[config.mk]
export PLATFORM = sky130hd
export DESIGN_NAME = hqs_cfg
export DESIGN_NICKNAME = d
export VERILOG_FILES = /design/src/hqs_pkg.sv /design/src/hqs_cfg.sv
export SDC_FILE = /design/constraint.sdc
export NUM_CORES = 1
export LEC_CHECK = 0
export ABC_AREA = 1
export BUFFER_PORTS_ARGS = -buffer_cell sky130_fd_sc_hd__buf_4
export CORE_MARGIN = 4
export CORE_UTILIZATION = 30
export DETAILED_ROUTE_END_ITERATION = 16
export GPL_TIMING_DRIVEN = 0
export PLACE_DENSITY = 0.54
export SLEW_MARGIN = 15
export SYNTH_ARGS = -nofsm -noshare
export SYNTH_HDL_FRONTEND = slang
export SYNTH_SLANG_ARGS = --single-unit
[constraint.sdc]
create_clock -name i_clk -period 1.25 [get_ports i_clk]
set_input_delay 0.125 -clock i_clk [delete_from_list [all_inputs] [get_ports i_clk]]
set_output_delay 0.125 -clock i_clk [all_outputs]
set_load 0.01 [all_outputs]
[src/hqs_pkg.sv]
// Package for the histogram quantile and shortfall block.
// Holds command and register codes, shared widths, structs and helpers.
// Depends on nothing.
package hqs_pkg;

    localparam logic [1:0] CMD_ADD   = 2'd0;
    localparam logic [1:0] CMD_QUANT = 2'd1;
    localparam logic [1:0] CMD_SHORT = 2'd2;
    localparam logic [1:0] CMD_CLEAR = 2'd3;

    localparam logic [1:0] REG_RANGE_LOW = 2'd0;
    localparam logic [1:0] REG_BIN_WIDTH = 2'd1;
    localparam logic [1:0] REG_INV_WIDTH = 2'd2;

    localparam int CFG_AW    = 4;
    localparam int TGT_W     = 34;
    localparam int RES_BIN_W = 13;

    typedef struct packed {
        logic [31:0] range_low;
        logic [31:0] bin_width;
        logic [31:0] inv_width;
    } t_cfg;

    typedef struct packed {
        logic             start;
        logic [63:0]      dividend;
        logic [TGT_W-1:0] divisor;
    } t_div_req;

    typedef struct packed {
        logic        done;
        logic [63:0] quot;
    } t_div_rsp;

    function automatic logic [31:0] sat32(input logic [63:0] v);
        sat32 = (v[63:32] != 32'd0) ? 32'hFFFF_FFFF : v[31:0];
    endfunction

endpackage

[src/hqs_cfg.sv]
// Configuration registers behind an APB-style port.
// Depends on hqs_pkg.
module hqs_cfg import hqs_pkg::*; (
    input  logic              i_clk,
    input  logic              i_rst_n,
    input  logic              psel,
    input  logic              penable,
    input  logic              pwrite,
    input  logic [CFG_AW-1:0] paddr,
    input  logic [31:0]       pwdata,
    output logic [31:0]       prdata,
    output logic              pready,
    output t_cfg              o_cfg
);
    t_cfg       r_cfg;
    logic [1:0] reg_idx;
    logic       wr_en;

    assign reg_idx = paddr[3:2];
    assign wr_en   = psel && penable && pwrite;
    assign pready  = 1'b1;
    assign o_cfg   = r_cfg;

    always_ff @(posedge i_clk) begin
        if (!i_rst_n) begin
            r_cfg.range_low <= 32'd25600;
            r_cfg.bin_width <= 32'd466;
            r_cfg.inv_width <= 32'd36002;
        end else if (wr_en) begin
            unique case (reg_idx)
                REG_RANGE_LOW: r_cfg.range_low <= pwdata;
                REG_BIN_WIDTH: r_cfg.bin_width <= pwdata;
                REG_INV_WIDTH: r_cfg.inv_width <= pwdata;
                default: ;
            endcase
        end
    end

    always_comb begin
        unique case (reg_idx)
            REG_RANGE_LOW: prdata = r_cfg.range_low;
            REG_BIN_WIDTH: prdata = r_cfg.bin_width;
            REG_INV_WIDTH: prdata = r_cfg.inv_width;
            default:       prdata = 32'd0;
        endcase
    end
endmodule

# ---- After elaboration in Yosys (flattened, before gate mapping)
# Cells that the tools add are included.
dict set report totals {
  in_bits 41
  register_bits 96
  out_inout_bits 129
}
dict set report classes {
  n_reduce_logical 6
  n_mux 1
  n_eq_ne 2
}
# cell count
set ops {}
lappend ops {{$pmux W32 S3} 1}
lappend ops {{$reduce_and A2 Y1} 3}
lappend ops {{$eq A2 B1 Y1 const B} 1}
lappend ops {{$eq A2 B2 Y1 const B} 1}
lappend ops {{$logic_and A1 B1 Y1} 2}
lappend ops {{$logic_not A2 Y1} 1}

# ---- Longest topological paths before layout
dict set report logic_depth {
  word_depth 3
  ltp_mapped 7
  depth_no_buf 5
}

# ---- Worst setup path after synthesis
# No wires, ideal clock.
dict set report synth_timing {
  path_type {input -> register}
  start {input i_rst_n}
  end {register r_cfg (netlist bit o_cfg[11])}
  n_path_buf 3
  cell_stages 4
  setup_ns 0.130
  arrival_time_ns 0.788
  slack_ns 0.332
  required_time_ns 1.120
  cell_sequence {buf_2 > buf_2 > buf_1 > nand3_1}
}
# item line_no
set synth_lines {}
lappend synth_lines {{start: declaration} hqs_cfg.sv:5} ;# input logic i_rst_n,
lappend synth_lines {{end: declaration} hqs_cfg.sv:15} ;# t_cfg r_cfg;
# No word-level cell between the ends.

# ---- Worst setup path in the final report
dict set report layout_timing {
  start {input paddr[3]}
  end {output prdata[2]}
}
dict set report layout_via {
  elab_chain_len 2
}
# item line_no
set layout_lines {}
lappend layout_lines {{start: declaration} hqs_cfg.sv:9} ;# input logic [CFG_AW-1:0] paddr,
lappend layout_lines {{$eq A2 B2 Y1, or another cell as far along} hqs_cfg.sv:40} ;# unique case (reg_idx)
lappend layout_lines {{$pmux W32 S3 *} hqs_cfg.sv:40}
lappend layout_lines {{end: declaration} hqs_cfg.sv:11} ;# output logic [31:0] prdata,
# Mark *: on every way between the ends. The rest lies on a longest branch, timed or not.

==> reports/metrics.cfg <==
[pwr]
internal_power_uw=5140
power.density_mw_per_mm2=1090
seq_power_share=0.461
p_sw_uw=1770
leakage_uw=0.00311
finalPower_uw=6910
p_sw_frac=0.256
p_clk_frac=0.405
pwr-share-comb=0.135
ir_drop_mv=0.747

[floorplanning]
die_y_um=130
die_x_um=130
core-area_sq_mm=0.0145
start_util=0.306
ios=170
rows=44
dieArea_sq_mm=0.0168

[sta]
whs_ns=0.0118
fmax_mhz=854
slew_viol_final=0
hold_violations=0
slew_headroom=0.519
fin_crit_ns=1.17
final.setup_skew_ns=0
period_share=0.936
rsz0062_at_grt=false
worst_slew_pin_slew_ns=0.722
finalSetupViolations=0

[grt]
antenna_found_initial=0
grt_pass1_vias=4299
grt_pass1_wl_um=25000
grt_max_degree=15
grt.total_usage=0.196
grt.overflow.total=0

[setup_path]
end_kind=primary output
worstPathArrival_ns=1.05
cp.required_ns=1.12
critPathKind=input port to primary output
r2r-start=o_cfg[0]
crit_path_start=paddr[3]
start_kind=input port
critPathMaxFanout=10

[drt]
post-route-drc-count=0
wl_met1_um=7670
viasPerCell=4.60
dr_total_vias=4898
top_layer=met4
wl_um=16900
dr_wl_met2_um=7970
met3_length_um=1010
first_pass_iters=5
drtAntennaViolNets=0
routedWlPerCell_um=15.9
drtIter0Drc=286

[finish]
layout.nets=916
fin_area_sq_mm=0.00631
largest_register_ffs=96
post-route-util=0.434
syn_to_final_growth_pct=41.9
final_cells=1064
drive_above_1_share=0.259
antenna_cells=0

[yosys]
ys_seq_area_frac=0.432
ys.warnings.count=0
syn_area_per_cell_sq_um=6.42
synth_edf_count=0
synth_most_common_cell=nand2_1
ys_ff_latch=96
syn_inst=693
synth_common_cells=nand2_1, nor2_1, nand3_1, dfxtp_1, inv_1
async_flop_share=0
yosysTopAreaCellShare=0.432
synth_cell_types=15
synthTopCellsByArea=dfxtp_1, nand2_1, nand3_1, nor2_1, buf_4
netlist_area_sq_mm=0.00445
synth_fp_nets=734
synth-main-ff-cell=dfxtp_1
yosys.area.top_type=dfxtp_1

[clock_network]
clkLatencyLatePin_ns=0.34
clockBufferDepth=2
clk_pin_slew_worst_paths_ns=0.06
cts.htree.levels=3
cts-buffers-inserted=9
cts.sinks=96
cts_tree=yes
root_buffer=clkbuf_16

[flow_run]
cap_viol_max_count=0

[place]
gp_congestion=0.755
io_buffers=165
dp_cells=1042
place_area_sq_mm=0.00592
hpwlAfterDp_um=12300

[min_path]
min_from=pwdata[6]
hold_path_class=input port to flip-flop

[status]
status=finished, final reports clean

## final cells by class
type,count,area (sq um)
Buffer,48,307
Clock buffer,15,298
Clock inverter,1,7.51
Fill cell,1612,8220
Inverter,35,131
Multi-Input combinational cell,514,2130
Sequential cell,96,1920
Tap cell,184,230
Timing Repair Buffer,171,1290
## layout by cell type (no fill, tap or decap), drive strengths merged
cell and instances:
nand2 213, buf 208, nor2 171, nand3 129, dfxtp 96, inv 35
clkbuf 22, dlygate4sd3 4, conb 1, clkinvlp 1
## power by group through the flow
stage,clock [uW],combinational (uW),sequential (uW)
3_3_place_gp,0,908,3250
2_1_floorplan,0,438,3270
3_5_place_dp,0,910,3250
4_1_cts,2850,929,3180
6_report,2800,931,3180
5_1_grt,3000,1030,3190
## metrics by stage
stage / setup TNS, ns / setup slack [ns]
6_report: 0 / 0.0797
3_3_place_gp: -12.34 / -0.365
2_1_floorplan: 0 / 0.332
3_5_place_dp: -12.93 / -0.405
4_1_cts: 0 / 0.0147
5_1_grt: 0 / 0.000437
## cells by family (layout without fill, tap and decap cells)
logic type,after synthesis,after routing,synth area share
buffers and inverters,83,270,0.0914
flip-flops,96,96,0.432
other,1,1,0.000843
AND/OR/NAND/NOR,513,513,0.476
## worst max-delay path, stage by stage
cell and delay (ns):
buf_4 0.14, nor2_4 0.22, buf_4 0.25, nand2_1 0.07, nand3_1 0.11, buf_4 0.13
## repair_timing
action | in CTS | in global routing
endpoints found under the setup margin | 32 | 22
cloned | 0 | 0
resized for setup | 6 | 9
hold endpoints to repair | 4 | 0
hold buffers | 4 | 0
setup buffers | 0 | 2
## path summary, 6_finish.rpt
| kind | to | slack, ns | cells past startpoint |
|---|---|---|---|
| min reg2reg | o_cfg[33] | 0.49 | 2 |
| max | prdata[2] | 0.08 | 6 |
| max reg2reg | o_cfg[0] | 0.63 | 2 |
| min | o_cfg[38] | 0.01 | 3 |
## per-layer routing
metal	vias to the layer above	track usage
li1	2507	-
met1	2227	0.270
met2	151	0.319
met3	13	0.0323
met4	0	0.0532
met5	-	0
Power figures use the tool's default switching activity.
