$ cat config.mk
export PLATFORM = sky130hd
export DESIGN_NAME = hqs_div
export DESIGN_NICKNAME = d
export VERILOG_FILES = /design/src/hqs_pkg.sv /design/src/hqs_div.sv
export SDC_FILE = /design/constraint.sdc
export NUM_CORES = 1
export LEC_CHECK = 0
export BUFFER_PORTS_ARGS = -buffer_cell sky130_fd_sc_hd__buf_4
export CAP_MARGIN = 25
export CORE_MARGIN = 5
export CORE_UTILIZATION = 49
export DETAILED_ROUTE_END_ITERATION = 10
export GPL_ROUTABILITY_DRIVEN = 0
export PLACE_DENSITY = 0.89
export SYNTH_ARGS = -nofsm -noshare
export SYNTH_HDL_FRONTEND = slang
export SYNTH_SLANG_ARGS = --single-unit
$ cat constraint.sdc
create_clock -name i_clk -period 4.64 [get_ports i_clk]
set_input_delay 1.392 -clock i_clk [delete_from_list [all_inputs] [get_ports i_clk]]
set_output_delay 1.392 -clock i_clk [all_outputs]
set_load 0.01 [all_outputs]
$ cat src/hqs_pkg.sv
// Package for the histogram quantile and shortfall block.
// Holds command and register codes, shared widths, structs and helpers.
// Depends on nothing.
package hqs_pkg;

    localparam logic [1:0] CMD_ADD   = 2'd0;
    localparam logic [1:0] CMD_QUANT = 2'd1;
    localparam logic [1:0] CMD_SHORT = 2'd2;
    localparam logic [1:0] CMD_CLEAR = 2'd3;

    localparam logic [1:0] REG_RANGE_LOW = 2'd0;
    localparam logic [1:0] REG_BIN_WIDTH = 2'd1;
    localparam logic [1:0] REG_INV_WIDTH = 2'd2;

    localparam int CFG_AW    = 4;
    localparam int TGT_W     = 34;
    localparam int RES_BIN_W = 13;

    typedef struct packed {
        logic [31:0] range_low;
        logic [31:0] bin_width;
        logic [31:0] inv_width;
    } t_cfg;

    typedef struct packed {
        logic             start;
        logic [63:0]      dividend;
        logic [TGT_W-1:0] divisor;
    } t_div_req;

    typedef struct packed {
        logic        done;
        logic [63:0] quot;
    } t_div_rsp;

    function automatic logic [31:0] sat32(input logic [63:0] v);
        sat32 = (v[63:32] != 32'd0) ? 32'hFFFF_FFFF : v[31:0];
    endfunction

endpackage

$ cat src/hqs_div.sv
// Serial restoring divider, one quotient bit per cycle.
// Depends on hqs_pkg.
module hqs_div import hqs_pkg::*; (
    input  logic     i_clk,
    input  logic     i_rst_n,
    input  t_div_req i_req,
    output t_div_rsp o_rsp
);
    logic             r_busy;
    logic [5:0]       r_step;
    logic [63:0]      r_dvd;
    logic [TGT_W-1:0] r_rem;
    logic             r_done;
    logic [TGT_W:0]   trial;
    logic             q_bit;

    assign trial = {r_rem, r_dvd[63]};
    assign q_bit = (trial >= {1'b0, i_req.divisor});

    always_ff @(posedge i_clk) begin
        if (!i_rst_n) begin
            r_busy <= 1'b0;
            r_done <= 1'b0;
        end else begin
            r_done <= r_busy && !i_req.start && (r_step == 6'd63);
            if (i_req.start) begin
                r_busy <= 1'b1;
                r_step <= 6'd0;
                r_dvd  <= i_req.dividend;
                r_rem  <= '0;
            end else if (r_busy) begin
                r_rem  <= q_bit ? TGT_W'(trial - {1'b0, i_req.divisor}) : trial[TGT_W-1:0];
                r_dvd  <= {r_dvd[62:0], q_bit};
                r_step <= r_step + 6'd1;
                if (r_step == 6'd63) begin
                    r_busy <= 1'b0;
                end
            end
        end
    end

    assign o_rsp.done = r_done;
    assign o_rsp.quot = r_dvd;
endmodule

Yosys cells after proc, flatten, opt, wreduce, memory -nomap -nowiden
Index checks and enable logic that the tools add are counted.
Storage, ports and cells
  register bits after elaboration: 106
  input port bits: 101
  output and inout bits: 65
  word-level logic and storage cells: 22
Operators by class
  add/subtract/negate cells: 2
  magnitude comparators: 1
  eq/ne operators: 1
  muxes and demuxes: 8
  reduce and logical (&&, ||, !) cells: 5
Operator list (count)
  two-way mux 64 bit: 2
  two-way mux 34 bit: 2
  >= comparator 35 x 34 -> 1 bit: 1
  subtractor 34 bit: 1
  adder 6 x 1 -> 6 bit, second input constant: 1
  == test 6 bit, second input constant: 1
  two-way mux 6 bit: 1
  two-way mux 1 bit: 3
  logical AND 1 bit: 2
  AND reduction 2 bit: 1
  nonzero test 2 bit: 1
  zero test 1 bit: 1

Logic depth before layout (Yosys ltp)
  depth in word-level cells: 4
  depth in mapped cells: 13
  gate-level depth less buffers: 12

Least setup slack after synthesis
Ideal clock, no wire load.
  path type: input port to flip-flop
  start point: in i_req[98] in the netlist's numbering
  end point: reg r_dvd[0], enable pin
  library setup time: 0.471 ns
  arrival: 4.143 ns
  data required time: 4.169 ns
  path slack: 0.025 ns
  cell stages on the path: 3
  path buffers: 2
  path through: clkbuf_1 -> buf_6 -> o21a_1
Between the ends
  longest elaborated chain between the ends: 2
RTL lines
  start: declaration: RTL line hqs_div.sv:6  | input t_div_req i_req,
  nonzero test 2 bit (no line)
  AND reduction 2 bit (no line)
  end signal: assignment: RTL line hqs_div.sv:29  | r_dvd <= i_req.dividend;
  end signal: assignment: RTL line hqs_div.sv:33  | r_dvd <= {r_dvd[62:0], q_bit};
  end: declaration: RTL line hqs_div.sv:11  | logic [63:0] r_dvd;
No other way between the ends.
A chain may end at the register's enable or synchronous reset.

Final worst setup path
  start point: in i_req[0] in the netlist's numbering
  end point: reg r_rem[26], data pin
Between the ends
  longest elaborated chain between the ends: 3
  elaborated cells on any way between the ends: 4
  those cells by class: add/sub (1); order compare (1); mux (2)
RTL lines
  subtractor 34 bit or >= comparator 35 x 34 -> 1 bit (tied branches): RTL line hqs_div.sv:32, hqs_div.sv:18
  two-way mux 34 bit (*): RTL line hqs_div.sv:32  | r_rem <= q_bit ? TGT_W'(trial - {1'b0, i_req.divisor}) : trial[TGT_W-1:0];
  two-way mux 34 bit (*): RTL line hqs_div.sv:31  | end else if (r_busy) begin
  end signal: assignment: RTL line hqs_div.sv:32
  end: declaration: RTL line hqs_div.sv:12  | logic [TGT_W-1:0] r_rem;
Every way passes the cells marked *; elsewhere a longest branch is shown, timed or not. The select of a mux whose other input is x is not followed.

==> impl_metrics.ini <==
[sta]
hold_viol_final = 0
relSlewSlack_pct = 51.5
rsz0062_at_grt = no
period_needed_ns = 3.84
post-route-period-util_pct = 82.7
skew_ns = 0.00610
fin_setup_tns_ns = 0
timing.hold.ws_ns = 0.497
setup_violations = 0
drv_slew = 0
worst_slew_pin_slew_ns = 0.728
max_freq_mhz = 261

[finish]
final_nets = 893
stdcell_count = 941
area_growth_pct = 24.1
drive_gt1_share_pct = 36.3
antenna_cells = 0

[pwr]
peakVddDrop_mv = 0.227
power.density_mw_per_mm2 = 341
power_switching_uw = 873
switching_share_pct = 30.0
comb_power_share_pct = 28.5
seqPwrFrac_pct = 41.2
fin_total_pwr_mw = 2.91
p_clk_share_pct = 30.3
intPower_mw = 2.04
p_leak_nw = 3.63

[routing]
drtIter0Drc = 396
firstDrtPassIters = 5
ant_nets = 0
drc = 0
wl_per_cell_um = 17.3
vias = 5253
wl_mm = 16.3
viasPerCell = 5.58

[logic_synthesis]
ys.flop_type = edfxtp_1
synth.top_cell.area_share_pct = 45.4
synth_edf_count = 104
synthesis.area_mm2 = 0.00688
syn_avg_cell_area_um2 = 11.4
async_flop_share_pct = 0
synth_cell_types = 79
synthCells = 605
syn-num-nets = 742
ys_ff_latch = 106
synth_top_cell_by_area = edfxtp_1
ys_seq_area_share_pct = 46.0
synthesis.yosys.warnings = 0
synth_area_leaders = edfxtp_1 (45%), mux2_2 (10%), ha_1 (6.4%)

[setup_path]
critPathTopFamily = compound AO/OA/AOI/OAI gates
crit_buf_inv = 2
crit_required_ns = 4.72
cp.arrival_ns = 3.91
critical_path.max_stage_delay_ns = 0.44
cp_max_fo = 5
critPathMostFrequentCell = a311o_1
crit_chain = buf_4 > ha_1 > inv_1 > fa_1 > a211oi_1 > o21ai_1 > o211ai_1 > nand2_1 > a311o_1 > a311o_1 > nand4_1 > a21oi_1
endpoint_kind = flop
critPathKind = in -> reg
critPathLaunchType = primary input
crit_slowest_cell = a311o_1

[global_routing]
grt_overflow = 0
globalRouteTotalUtil_pct = 19.7
grt_pass1_vias = 5253
antenna_found_initial = 0
grt_max_degree = 62
grt_first_pass_wirelength_mm = 26.1

[floorplan]
row_count = 43
die_h_um = 128
core_area_mm2 = 0.0138
floorplan.die_area_mm2 = 0.0165
ios = 166
die_w_um = 128
start_util_pct = 49.8

[clock_tree]
htreeDepth = 3
cts_hold_buf = 0
cts_tree = yes
clockBufferDepth = 2
cts-root-buf = clkbuf_16
clkTransAtPathRegs_ns = 0.08
cts.sink_count = 106
numCtsBuffers = 9
cts_setup_buffers = 0
clk_latency_ns = 0.35
ctsResizeCount = 0

[run]
cap_violations = 0

[placement]
post-dp-hpwl_mm = 12.2
place_inst = 925
port_buffers = 165

[outcome]
run_status = finished clean

[hold_path]
min_path_type = reg -> reg
[cell usage in the layout (no fill, tap or decap), types with 3 or more instances in the layout]
cell type,n
nor4_1,3
o21ai_1,5
nand2_1,30
mux2i_1,26
nand4_1,8
mux2_2,64
o211ai_1,4
or3_1,4
o21bai_1,5
and3_1,5
clkbuf_16,9
ha_1,35
nor2_2,4
a31oi_1,3
nor3_1,6
a21oi_1,43
inv_8,3
buf_4,168
nor2_1,45
xor2_1,15
inv_1,45
a211oi_2,4
xnor2_1,14
o21a_1,3
edfxtp_1,104
nand3_1,10
o21ai_0,18
a211oi_1,7
nor2b_1,3
a21o_1,9
[cells in the mapped netlist (4+ instances only)]
cell,count
inv_1,45
xnor2_1,14
o21bai_1,5
edfxtp_1,104
mux2_2,64
ha_1,35
a21oi_1,43
mux2i_1,26
nand3_1,10
a21o_1,9
nor2_2,4
nor3_1,6
and3_1,5
xor2_1,15
clkbuf_1,15
o211ai_1,4
nand2_1,30
o21a_1,4
a211oi_2,4
buf_2,5
or3_1,4
o21ai_0,18
o21ai_1,5
a211oi_1,7
nor2_1,45
buf_6,4
nand4_1,8
[worst reg2reg max path, stage by stage (launching register included)]
cell and delay [ns]:
edfxtp_1 0.43, inv_1 0.08, ha_1 0.14, inv_1 0.05
fa_1 0.42, a211oi_1 0.26, o21ai_1 0.20, o211ai_1 0.21
nand2_1 0.19, a311o_1 0.44, a311o_1 0.36, nand4_1 0.09
a21oi_1 0.07
[worst paths after layout]
| path | slack, ns | cells after the start | startpoint | to |
|---|---|---|---|---|
| max | 0.80 | 12 | i_req[0] | r_rem[26] |
| min | 0.50 | 1 | r_busy | r_done |
| max reg2reg | 1.41 | 12 | r_dvd[63] | r_rem[26] |
| min reg2reg | 0.50 | 1 | r_busy | r_done |
[cell families (layout without fill, tap and decap cells)]
kind of cell | after synthesis | in the layout | synth area share [%]
simple gates | 135 | 135 | 9.95
fa+ha+maj | 36 | 36 | 6.66
xor+xnor | 29 | 29 | 3.69
buf+inv | 75 | 231 | 5.69
flops | 106 | 106 | 46.0
mux | 90 | 90 | 14.3
compound gates | 134 | 134 | 13.8
[metal layers]
layer | wire (um) | track usage, % | vias up
met5 | 0 | 0 | -
met4 | 153 | 3.93 | 0
met3 | 1630 | 8.68 | 15
met2 | 8010 | 33.4 | 208
met1 | 6460 | 23.3 | 2464
li1 | - | - | 2566
[sequential cells by signal, summed over array words and instances (netlist names)]
register / flops
r_dvd: 64
r_rem: 34
r_step: 6
r_busy: 1
r_done: 1
[per-stage QoR]
step                      util, %  setup slack [ns]  cell area [um^2]
after global routing         61.7             0.668              8530
after CTS                    61.7             0.852              8530
final                        61.7             0.803              8530
after floorplan                 -            0.0254              6880
after detailed placement     59.2             0.480              8190
after global placement       59.2             0.516              8190
[final cells by class]
cell class,instances,area (um^2)
timing repair buffer,170,1300
multi-input combinational,424,3330
inverter,45,169
fill,1094,5290
clock buffer,9,225
clock inverter,7,119
tap,180,225
sequential,106,3160
[power groups by stage]
stage / Clock [mW] / Combinational, mW / Sequential [mW]
6_report: 0.881 / 0.830 / 1.20
5_1_grt: 0.941 / 0.914 / 1.21
4_1_cts: 0.902 / 0.828 / 1.20
3_5_place_dp: 0 / 0.822 / 1.22
3_3_place_gp: 0 / 0.807 / 1.22
2_1_floorplan: 0 / 0.588 / 1.23
Power figures use the tool's default switching activity.
